File: src/hdl/vfd_pkg.sv
// Package with the shared types and constants of the VADPCM frame decoder.
package vfd_pkg;

    typedef enum logic [1:0] {
        OP_LOAD   = 2'd0,
        OP_START  = 2'd1,
        OP_DECODE = 2'd2,
        OP_NONE   = 2'd3
    } t_op;

    // Command passed from the front part to the back part.
    typedef enum logic [1:0] {
        CMD_LOAD   = 2'd0,
        CMD_START  = 2'd1,
        CMD_HEADER = 2'd2,
        CMD_DATA   = 2'd3
    } t_cmd_kind;

    typedef struct packed {
        t_cmd_kind   kind;
        logic [6:0]  coef_index;
        logic [15:0] coef_value;
        logic [7:0]  data_byte;
        logic        small_codec;
        logic [2:0]  first;
        logic        group_end;
    } t_cmd;

    typedef enum logic [2:0] {
        ST_IDLE,
        ST_LOAD,
        ST_MAC,
        ST_EMIT
    } t_state;

    localparam int unsigned ACC_W = 40;

endpackage

File: src/hdl/vfd_front.sv
// Front part: accepts operations, tracks the frame position and classifies bytes.
module vfd_front (
    input  logic          i_clk,
    input  logic          i_rst_n,
    input  logic          i_small_codec,
    input  logic          i_valid,
    output logic          o_ready,
    input  logic [1:0]    i_operation,
    input  logic [6:0]    i_coef_index,
    input  logic [15:0]   i_coef_value,
    input  logic [7:0]    i_data_byte,
    output logic          o_cmd_valid,
    input  logic          i_cmd_ready,
    output vfd_pkg::t_cmd o_cmd
);
    import vfd_pkg::*;

    logic [3:0] r_pos, n_pos;
    logic [3:0] w_flen, w_idx;
    logic       w_hdr;
    t_cmd       w_cmd;
    logic       w_push;

    assign o_ready     = i_cmd_ready;
    assign w_push      = i_valid && i_cmd_ready;
    assign w_flen      = i_small_codec ? 4'd5 : 4'd9;
    assign w_hdr       = (r_pos == 4'd0) || (r_pos >= w_flen);
    assign w_idx       = r_pos - 4'd1;

    always_comb begin
        w_cmd             = '0;
        w_cmd.coef_index  = i_coef_index;
        w_cmd.coef_value  = i_coef_value;
        w_cmd.data_byte   = i_data_byte;
        w_cmd.small_codec = i_small_codec;
        n_pos             = r_pos;
        o_cmd_valid       = 1'b0;
        if (i_small_codec) begin
            w_cmd.first     = {w_idx[0], 2'b00};
            w_cmd.group_end = w_idx[0];
        end else begin
            w_cmd.first     = {w_idx[1:0], 1'b0};
            w_cmd.group_end = (w_idx[1:0] == 2'd3);
        end
        unique case (t_op'(i_operation))
            OP_LOAD: begin
                w_cmd.kind  = CMD_LOAD;
                o_cmd_valid = i_valid;
            end
            OP_START: begin
                w_cmd.kind  = CMD_START;
                o_cmd_valid = i_valid;
                n_pos       = 4'd0;
            end
            OP_DECODE: begin
                o_cmd_valid = i_valid;
                if (w_hdr) begin
                    w_cmd.kind = CMD_HEADER;
                    n_pos      = 4'd1;
                end else begin
                    w_cmd.kind = CMD_DATA;
                    n_pos      = (r_pos + 4'd1 >= w_flen) ? 4'd0 : r_pos + 4'd1;
                end
            end
            default: o_cmd_valid = 1'b0;
        endcase
    end

    assign o_cmd = w_cmd;

    always_ff @(posedge i_clk) begin
        if (!i_rst_n) begin
            r_pos <= '0;
        end else if (w_push) begin
            r_pos <= n_pos;
        end
    end
endmodule

File: src/hdl/vfd_queue.sv
// Two-entry queue between the front part and the back part.
module vfd_queue (
    input  logic          i_clk,
    input  logic          i_rst_n,
    input  logic          i_valid,
    output logic          o_ready,
    input  vfd_pkg::t_cmd i_cmd,
    output logic          o_valid,
    input  logic          i_ready,
    output vfd_pkg::t_cmd o_cmd
);
    import vfd_pkg::*;

    t_cmd       r_mem [2];
    logic       r_wp, r_rp;
    logic [1:0] r_cnt;
    logic       w_push, w_pop;

    assign o_ready = (r_cnt != 2'd2);
    assign o_valid = (r_cnt != 2'd0);
    assign o_cmd   = r_mem[r_rp];
    assign w_push  = i_valid && o_ready;
    assign w_pop   = o_valid && i_ready;

    always_ff @(posedge i_clk) begin
        if (w_push) begin
            r_mem[r_wp] <= i_cmd;
        end
    end

    always_ff @(posedge i_clk) begin
        if (!i_rst_n) begin
            r_wp  <= 1'b0;
            r_rp  <= 1'b0;
            r_cnt <= '0;
        end else begin
            if (w_push) r_wp <= ~r_wp;
            if (w_pop)  r_rp <= ~r_rp;
            r_cnt <= r_cnt + {1'b0, w_push} - {1'b0, w_pop};
        end
    end
endmodule

File: src/hdl/vfd_back.sv
// Back part: codebook memory, residual store and the shared multiply-accumulate.
module vfd_back #(
    parameter int unsigned PREDICTORS = 8
) (
    input  logic          i_clk,
    input  logic          i_rst_n,
    input  logic          i_cmd_valid,
    output logic          o_cmd_ready,
    input  vfd_pkg::t_cmd i_cmd,
    output logic          o_valid,
    input  logic          i_ready,
    output logic [15:0]   o_sample,
    output logic          o_last
);
    import vfd_pkg::*;

    localparam int unsigned DEPTH = PREDICTORS * 16;

    // Codebook: one write port, one registered read port. A sweep clears it after reset.
    logic [15:0] r_cb [DEPTH];
    logic [6:0]  r_clr;
    logic        r_clearing;
    logic [6:0]  w_raddr;
    logic [15:0] r_coef;

    t_state      r_state, n_state;
    t_cmd        r_cmd;
    logic signed [15:0] r_res [8];
    logic signed [15:0] r_hn, r_ho;
    logic [3:0]  r_shift;
    logic [2:0]  r_pred;
    logic [2:0]  r_sub;      // sample within this byte
    logic [3:0]  r_term;     // MAC term index
    logic        r_mac_v;    // coefficient of the previous term is valid
    logic [3:0]  r_mterm;
    logic signed [ACC_W-1:0] r_acc;
    logic signed [15:0] r_out;
    logic        r_last, r_ovalid;
    logic signed [15:0] r_s_prev;

    logic [2:0]  w_j, w_cnt;
    logic [3:0]  w_nterms;
    logic signed [15:0] w_opnd;
    logic signed [31:0] w_prod;
    logic signed [ACC_W-1:0] w_sh;
    logic signed [15:0] w_clamp;

    assign w_cnt    = r_cmd.small_codec ? 3'd4 : 3'd2;
    assign w_j      = r_cmd.first + r_sub;
    // Terms: older history, newest history, then earlier residuals k = 0..j-1.
    assign w_nterms = 4'd2 + {1'b0, w_j};

    always_comb begin
        logic [3:0] k;
        k = r_term - 4'd2;
        if (r_term == 4'd0)      w_raddr = {r_pred, 1'b0, w_j};
        else if (r_term == 4'd1) w_raddr = {r_pred, 1'b1, w_j};
        else                     w_raddr = {r_pred, 1'b1, w_j - k[2:0] - 3'd1};
    end

    always_comb begin
        logic [3:0] k;
        k = r_mterm - 4'd2;
        if (r_mterm == 4'd0)      w_opnd = r_ho;
        else if (r_mterm == 4'd1) w_opnd = r_hn;
        else                      w_opnd = r_res[k[2:0]];
    end
    assign w_prod = $signed(r_coef) * w_opnd;

    assign w_sh = r_acc >>> 11;
    always_comb begin
        if (w_sh < -32768)     w_clamp = 16'sh8000;
        else if (w_sh > 32767) w_clamp = 16'sh7fff;
        else                   w_clamp = w_sh[15:0];
    end

    always_ff @(posedge i_clk) begin
        if (r_clearing) begin
            r_cb[r_clr[$clog2(DEPTH)-1:0]] <= '0;
        end else if (r_state == ST_LOAD && {1'b0, r_cmd.coef_index} < 8'(DEPTH)) begin
            r_cb[r_cmd.coef_index[$clog2(DEPTH)-1:0]] <= r_cmd.coef_value;
        end
        r_coef <= r_cb[w_raddr[$clog2(DEPTH)-1:0]];
    end

    assign o_cmd_ready = (r_state == ST_IDLE) && !r_clearing;

    always_comb begin
        n_state = r_state;
        unique case (r_state)
            ST_IDLE: begin
                if (i_cmd_valid && !r_clearing) begin
                    if (i_cmd.kind == CMD_LOAD)      n_state = ST_LOAD;
                    else if (i_cmd.kind == CMD_DATA) n_state = ST_MAC;
                end
            end
            ST_LOAD: n_state = ST_IDLE;
            ST_MAC: begin
                if (!r_mac_v && r_term == w_nterms && r_mterm == w_nterms) n_state = ST_EMIT;
            end
            ST_EMIT: begin
                if (!r_ovalid || i_ready) begin
                    n_state = (r_sub + 3'd1 == w_cnt) ? ST_IDLE : ST_MAC;
                end
            end
            default: n_state = ST_IDLE;
        endcase
    end

    always_ff @(posedge i_clk) begin
        if (!i_rst_n) begin
            r_state    <= ST_IDLE;
            r_clearing <= 1'b1;
            r_clr      <= '0;
            r_ovalid   <= 1'b0;
            r_hn       <= '0;
            r_ho       <= '0;
            r_shift    <= '0;
            r_pred     <= '0;
        end else begin
            r_state <= n_state;
            if (r_clearing) begin
                r_clr <= r_clr + 7'd1;
                if (r_clr == 7'(DEPTH - 1)) r_clearing <= 1'b0;
            end
            if (r_state == ST_EMIT && (!r_ovalid || i_ready)) begin
                r_ovalid <= 1'b1;
            end else if (r_ovalid && i_ready) begin
                r_ovalid <= 1'b0;
            end
            unique case (r_state)
                ST_IDLE: begin
                    if (i_cmd_valid && !r_clearing) begin
                        r_cmd <= i_cmd;
                        unique case (i_cmd.kind)
                            CMD_START: begin
                                r_hn <= '0;
                                r_ho <= '0;
                            end
                            CMD_HEADER: begin
                                r_shift <= i_cmd.data_byte[7:4];
                                r_pred  <= (i_cmd.data_byte[3:0] >= 4'(PREDICTORS))
                                           ? 3'(PREDICTORS - 1) : i_cmd.data_byte[2:0];
                            end
                            CMD_DATA: begin
                                for (int i = 0; i < 4; i++) begin
                                    logic signed [15:0] r;
                                    if (i_cmd.small_codec) begin
                                        if (i < 4) begin
                                            r = 16'($signed(i_cmd.data_byte[7-2*i -: 2]));
                                            r_res[i_cmd.first + 3'(i)] <= r <<< r_shift;
                                        end
                                    end else if (i < 2) begin
                                        r = 16'($signed(i_cmd.data_byte[7-4*i -: 4]));
                                        r_res[i_cmd.first + 3'(i)] <= r <<< r_shift;
                                    end
                                end
                                r_sub   <= '0;
                                r_term  <= '0;
                                r_mterm <= '0;
                                r_mac_v <= 1'b0;
                            end
                            default: ;
                        endcase
                    end
                end
                ST_LOAD: ;
                ST_MAC: begin
                    if (r_term == 4'd0 && !r_mac_v && r_mterm == 4'd0) begin
                        // Seed with the sample's own residual scaled by 2048.
                        r_acc <= ACC_W'(r_res[w_j]) <<< 11;
                    end
                    if (r_mac_v) begin
                        r_acc   <= ((r_term == 4'd1 && r_mterm == 4'd0) ? ACC_W'(r_res[w_j]) <<< 11
                                    : r_acc) + ACC_W'(w_prod);
                        r_mterm <= r_mterm + 4'd1;
                    end
                    if (r_term < w_nterms) begin
                        r_term  <= r_term + 4'd1;
                        r_mac_v <= 1'b1;
                    end else begin
                        r_mac_v <= 1'b0;
                    end
                end
                ST_EMIT: begin
                    if (!r_ovalid || i_ready) begin
                        r_out    <= w_clamp;
                        r_last   <= (r_sub + 3'd1 == w_cnt);
                        r_s_prev <= w_clamp;
                        if (r_sub + 3'd1 == w_cnt && r_cmd.group_end) begin
                            r_hn <= w_clamp;
                            r_ho <= r_s_prev;
                        end
                        r_sub   <= r_sub + 3'd1;
                        r_term  <= '0;
                        r_mterm <= '0;
                        r_mac_v <= 1'b0;
                    end
                end
                default: ;
            endcase
        end
    end

    assign o_valid  = r_ovalid;
    assign o_sample = r_out;
    assign o_last   = r_last;
endmodule

File: src/hdl/vadpcm_frame_decoder_unit.sv
// Top level of the VADPCM frame decoder: front part, command queue and back part.
// Each sample j of a data byte is built from j + 2 products in the shared multiply-accumulate
// unit; the back part takes no new command until every sample of the byte has been emitted.
// A load passes through a load state; header and start commands are taken in the idle state.
// Reset is synchronous and active low; after reset a sweep clears all PREDICTORS*16 codebook
// entries, during which the back part takes no command from the queue.
module vadpcm_frame_decoder_unit #(
    parameter int unsigned PREDICTORS = 8
) (
    input  logic        i_clk,
    input  logic        i_rst_n,
    input  logic        i_cfg_valid,
    output logic        o_cfg_ready,
    input  logic        i_cfg_data,
    input  logic        s_axis_tvalid,
    output logic        s_axis_tready,
    input  logic [39:0] s_axis_tdata,   // operation, coef_index, coef_value, data_byte
    output logic        m_axis_tvalid,
    input  logic        m_axis_tready,
    output logic [15:0] m_axis_tdata,   // pcm_sample
    output logic        m_axis_tlast    // last_of_run
);
    import vfd_pkg::*;

    logic r_small;
    t_cmd w_fcmd, w_bcmd;
    logic w_fvalid, w_fready, w_bvalid, w_bready;

    assign o_cfg_ready = 1'b1;
    always_ff @(posedge i_clk) begin
        if (!i_rst_n) begin
            r_small <= 1'b0;
        end else if (i_cfg_valid) begin
            r_small <= i_cfg_data;
        end
    end

    vfd_front u_front (
        .i_clk, .i_rst_n,
        .i_small_codec (r_small),
        .i_valid       (s_axis_tvalid),
        .o_ready       (s_axis_tready),
        .i_operation   (s_axis_tdata[1:0]),
        .i_coef_index  (s_axis_tdata[8:2]),
        .i_coef_value  (s_axis_tdata[24:9]),
        .i_data_byte   (s_axis_tdata[32:25]),
        .o_cmd_valid   (w_fvalid),
        .i_cmd_ready   (w_fready),
        .o_cmd         (w_fcmd)
    );

    vfd_queue u_queue (
        .i_clk, .i_rst_n,
        .i_valid (w_fvalid), .o_ready (w_fready), .i_cmd (w_fcmd),
        .o_valid (w_bvalid), .i_ready (w_bready), .o_cmd (w_bcmd)
    );

    vfd_back #(.PREDICTORS(PREDICTORS)) u_back (
        .i_clk, .i_rst_n,
        .i_cmd_valid (w_bvalid), .o_cmd_ready (w_bready), .i_cmd (w_bcmd),
        .o_valid (m_axis_tvalid), .i_ready (m_axis_tready),
        .o_sample (m_axis_tdata), .o_last (m_axis_tlast)
    );
endmodule

File: config.mk
export PLATFORM = sky130hd
export DESIGN_NAME = vadpcm_frame_decoder_unit
export DESIGN_NICKNAME = d
export VERILOG_FILES = /design/src/hdl/vfd_pkg.sv /design/src/hdl/vfd_front.sv /design/src/hdl/vfd_queue.sv /design/src/hdl/vfd_back.sv /design/src/hdl/vadpcm_frame_decoder_unit.sv
export SDC_FILE = /design/constraint.sdc
export NUM_CORES = 2
export LEC_CHECK = 0
export BUFFER_PORTS_ARGS = -buffer_cell sky130_fd_sc_hd__buf_2
export CORE_ASPECT_RATIO = 0.6
export CORE_MARGIN = 5
export CORE_UTILIZATION = 45
export CTS_CLUSTER_DIAMETER = 50
export DETAILED_ROUTE_END_ITERATION = 12
export HOLD_SLACK_MARGIN = 0.03
export PLACE_DENSITY = 0.68
export SLEW_MARGIN = 20
export SYNTH_ARGS = -nofsm -noshare
export SYNTH_HDL_FRONTEND = slang
export SYNTH_SLANG_ARGS = --single-unit
File: constraint.sdc
create_clock -name i_clk -period 23.2 [get_ports i_clk]
set_input_delay 3.48 -clock i_clk [delete_from_list [all_inputs] [get_ports i_clk]]
set_output_delay 3.48 -clock i_clk [all_outputs]
set_load 0.02 [all_outputs]
==> impl.org <==
** Setup path
- In this design, the largest share of critical-path delay is due to adder cells.
- The number of buffers and inverters on the critical path is 7.
- In this run the register-to-register setup slack is around 13 ns.
- The critical path is of the register to register type.
- In this run the worst path has a maximum fanout of 36.
- For the worst setup path, the data required time is 23.76 ns.
- The largest single stage delay on the critical path is between 0.8 and 0.9 ns.
- The slowest stage of the critical path belongs to the cell sky130_fd_sc_hd__o21ai_2.
- Data arrives at the worst endpoint at 10.55 ns.
- Cell with the most instances on the worst path :: sky130_fd_sc_hd__fa_1
- Critical Path Source Type :: register
- STA classifies the critical path endpoint as a register.

** Final layout
- The post-route netlist has between 10% and 20% of its cells at a drive strength greater than 1.
- Multi-input gate area in the final layout :: around 35,000 um2
- The filler cells instantiated in the layout total 19,842.
- Footprint of the flip-flops and latches :: 72,000 um2
- With fillers left out, the area of the finished cells amounts to about 120,000 um2.
- NumNets Final :: between 7,000 and 8,000
- Signed area change from the synthesized netlist to the final layout :: 11.1%

** Pwr
- For this design the ratio of total power to cell area is ~69 nW/um2.
- Switching power share of the total :: 20.3%
- Gate power share :: 1.3%
- The internal portion of the total power is 0.00678 W.
- In this run the power spent charging and discharging nets is about 0.0017 W.
- The share of total power dissipated in sequential elements is a little under three fifths.
- Worst vdd rail ir drop :: around 0.064 mV
- Static leakage power :: roughly 43 nW
- Clock network fraction of design power :: a little over two fifths

** STA
- The count of final max-slew check failures came to 0.
- The worst pin sits at a relative slew slack of about an eighth.
- Total Negative Setup Slacks :: 0 ns
- For the pin with the worst max-slew slack, the measured transition is between 1 and 1.5 ns.
- The total count of hold-check failures in the final report is 0.
- Of the available clock period, the critical path in the final layout requires 43.1%.
- Counting I/O delays and the setup requirement, the final critical path takes roughly 10 ns.
- Number of failing setup endpoints in the final timing report :: 0
- Max Clock Skew :: around 0.10 ns
- For this run, the top clock speed supported by timing is 100 MHz.
- Setup repair after global routing left no endpoint under its margin.

** Global route
- Total grt overflow :: 0
- Via count of the first global-routing pass :: roughly 62,000
- Global routing consumed, over all layers together, 22.6% of the routing resources.
- Layer with the highest usage after global routing :: met1
- The first global-routing pass estimated 425 mm of wire.
- Met1 track demand over resource :: about a third
- Met2 demand-to-capacity share in global routing :: ~30%
- For this run, global-route usage on met3 was measured as roughly 8.5%.
- Antenna violations before repair :: 14
- Pin count of the biggest net entering global routing :: approximately 130

** Place
- The placed instances occupy a cell area of about 120,000 um2.
- PortBufs :: 57
- Weighted congestion at the end of routability-driven global placement :: 0.925
- Dpl hpwl :: 184 mm

** Floorplanning
- Pin placement for this block handled 66 I/O pins.
- Starting utilization of the core area :: between 40% and 50%
- Die width :: 649 um
- Full die area :: about 250,000 um2
- In this run the vertical extent of the chip is just under 400 um.
- Placement Rows :: 140
- The core region is between 200,000 and 250,000 um2.

** Route
- Total DRC errors in the routed layout :: 0
- DRT antenna net count :: 0
- After the first detailed-routing iteration, the DRC count stood at 8,940.
- Total length of routed wires :: roughly 290 mm
- TritonRoute pass-1 iters :: 6
- For this block, the via count after detailed routing is ~62,000.
- Dividing the detail-routed wire length by the instance count gives 27.8 um.
- After detailed routing, the number of vias per cell comes to ~6.

** Synthesis
- Yosys top cell area share :: approximately 64%
- During synthesis, Yosys emitted a total of 0 warnings.
- List of most frequent post-synthesis cells :: sky130_fd_sc_hd__edfxtp_1 (2,346), sky130_fd_sc_hd__nand2_1 (770), sky130_fd_sc_hd__mux4_2 (577), sky130_fd_sc_hd__inv_1 (445), sky130_fd_sc_hd__nor2_1 (345)
- Each instance of the synthesized netlist takes up on average 16.3 um2.
- For this run, the leading register cell type out of synthesis is sky130_fd_sc_hd__edfxtp_1.
- Portion of the post-synthesis area used by sequential elements :: between 60 and 70%
- Counting flops and latches in the post-synthesis netlist gives 2,422.
- Share of async-settable or async-resettable flops after synthesis :: 0%
- Gate Count Post-Synth :: 6,757
- Most area-hungry cell type in the Yosys netlist :: sky130_fd_sc_hd__edfxtp_1
- After synthesis, the cell types taking the most area are sky130_fd_sc_hd__edfxtp_1 (64%), sky130_fd_sc_hd__mux4_2 (12%), sky130_fd_sc_hd__fa_1 (6.0%).
- Most common cell in the synthesized netlist :: sky130_fd_sc_hd__edfxtp_1
- Counting every net in the synthesized netlist gives ~7,300.
- In this run the cell area of the synthesized design comes to ~110,000 um2.
- EDFF count, synth :: 2,346
- Number of distinct library cell variants in the gate-level netlist after synthesis :: 84

** CTS
- Clock tree from TritonCTS :: done
- Clock tree buffer depth :: 4
- Maximum level of the CTS H-tree :: 4
- Number of setup buffers added after CTS :: 0
- At the later pin of the worst-skew pair, clock insertion delay measures about 0.90 ns.
- Clock Root Buffer :: sky130_fd_sc_hd__clkbuf_16
- Hold Buf Count CTS :: 0
- Gates resized during post-CTS repair numbered 0.
- Clock-pin slew on the worst setup and hold paths :: 0.06 ns
- Number of buffers inserted during clock tree synthesis :: 223
- Clock tree sinks :: 2,422

** Run
- Maximum Capacitance Violations :: 0

** Hold path
- Path type of the worst min-delay path :: register to register

** Outcome
- Outcome :: finished clean
-- registers in the layout, indices dropped and copies added, names as in the netlist, 16 cells and up, named ones only --
register	cells
u_back.r_cb	2048
u_back.r_res	128
u_queue.r_mem	74
u_back.r_acc	40
u_back.r_cmd	27
u_back.r_coef	16
u_back.r_hn	16
u_back.r_ho	16
u_back.r_s_prev	16
-- metal layers --
layer  vias to the layer above  share of wire [%]
met5                         -              0.014
met4                         6                2.2
met3                       398                 15
met2                      3602                 40
met1                     32177                 43
li1                      25937                  -
-- cell families after synthesis --
| family | synth area share (%) |
|---|---|
| AOI/OAI and AO/OA | 3.40 |
| and+or+nand+nor | 6.81 |
| adders and majority gates | 7.70 |
| muxes | 13.4 |
| DFF | 65.4 |
| xor gates and xnor gates | 0.410 |
| buffers and inverters | 2.87 |
| other | 0.00341 |
-- stage by stage --
stage / setup slack [ns] / hold WS [ns] / total power [W] / std cells / util [%]
6_report: 13.21 / 0.451 / 0.00850 / 10381 / 50.3
5_1_grt: 12.86 / 0.474 / 0.00875 / 10375 / 50.3
4_1_cts: 13.34 / 0.451 / 0.00855 / 10371 / 50.3
3_5_place_dp: 13.37 / 0.442 / 0.00496 / 9972 / 47.4
3_3_place_gp: 13.54 / 0.435 / 0.00495 / 9972 / 47.4
2_1_floorplan: 14.73 / 0.429 / 0.00491 / 6757 / -
-- power groups by stage --
stage          clock (W)  combinational, W  sequential (W)
6_report         0.00364          0.000111         0.00475
5_1_grt          0.00388          0.000117         0.00475
4_1_cts          0.00369          0.000107         0.00475
3_5_place_dp           0          0.000107         0.00485
3_3_place_gp           0          0.000105         0.00485
2_1_floorplan          0         0.0000601         0.00485
-- cell type report --
cell class,instances,share of cell area (%)
timing repair buffer,306,1.87
tap,3266,3.34
inverter,450,1.38
multi-input combinational,3530,28.8
clock inverter,129,0.984
sequential,2422,58.8
antenna,8,0.0164
clock buffer,270,4.79
-- worst reg2reg max path: cells and delay by family (launching register included) --
family / cells / cell delay [ns]
DFF: 1 / 0.36
AOI/OAI and AO/OA: 5 / 1.57
buffers and inverters: 7 / 1.24
muxes: 1 / 0.36
and+or+nand+nor: 7 / 2.21
adders and majority gates: 8 / 3.96
-- path summary, 6_finish.rpt --
kind / startpoint / end / cells after the start
setup / recovery: u_back.r_mterm[1] / u_back.r_acc[38] / 28
hold / removal: u_back.r_hn[1] / u_back.r_hn[1] / 2
setup reg to reg: u_back.r_mterm[1] / u_back.r_acc[38] / 28
hold reg to reg: u_back.r_hn[1] / u_back.r_hn[1] / 2
-- layout by cell type (no fill, tap or decap), types with 20 or more instances in the layout --
master | synthesis | final
sky130_fd_sc_hd__ha_1 | 150 | 150
sky130_fd_sc_hd__nand2_1 | 770 | 769
sky130_fd_sc_hd__a21oi_1 | 125 | 125
sky130_fd_sc_hd__a31oi_1 | 46 | 38
sky130_fd_sc_hd__o21ai_0 | 129 | 121
sky130_fd_sc_hd__nor3_1 | 25 | 20
sky130_fd_sc_hd__o221ai_1 | 35 | 35
sky130_fd_sc_hd__fa_1 | 330 | 330
sky130_fd_sc_hd__and2_1 | 113 | 95
sky130_fd_sc_hd__clkinv_2 | 0 | 41
sky130_fd_sc_hd__and3_1 | 43 | 43
sky130_fd_sc_hd__clkbuf_1 | 203 | 37
sky130_fd_sc_hd__nand3_1 | 195 | 193
sky130_fd_sc_hd__buf_4 | 3 | 240
sky130_fd_sc_hd__a32oi_1 | 33 | 33
sky130_fd_sc_hd__dfxtp_1 | 76 | 75
sky130_fd_sc_hd__clkinv_1 | 3 | 45
sky130_fd_sc_hd__buf_2 | 98 | 57
sky130_fd_sc_hd__nor2_1 | 345 | 339
sky130_fd_sc_hd__mux2i_1 | 141 | 137
sky130_fd_sc_hd__edfxtp_1 | 2346 | 2346
sky130_fd_sc_hd__inv_1 | 445 | 444
sky130_fd_sc_hd__xnor2_1 | 31 | 29
sky130_fd_sc_hd__mux2_2 | 33 | 33
sky130_fd_sc_hd__clkbuf_16 | 0 | 223
sky130_fd_sc_hd__nand2b_1 | 22 | 22
sky130_fd_sc_hd__a211oi_1 | 54 | 54
sky130_fd_sc_hd__o21a_1 | 21 | 21
sky130_fd_sc_hd__nor2b_1 | 54 | 53
sky130_fd_sc_hd__nand4_1 | 59 | 59
sky130_fd_sc_hd__mux4_2 | 577 | 577
Power figures use the tool's default switching activity.
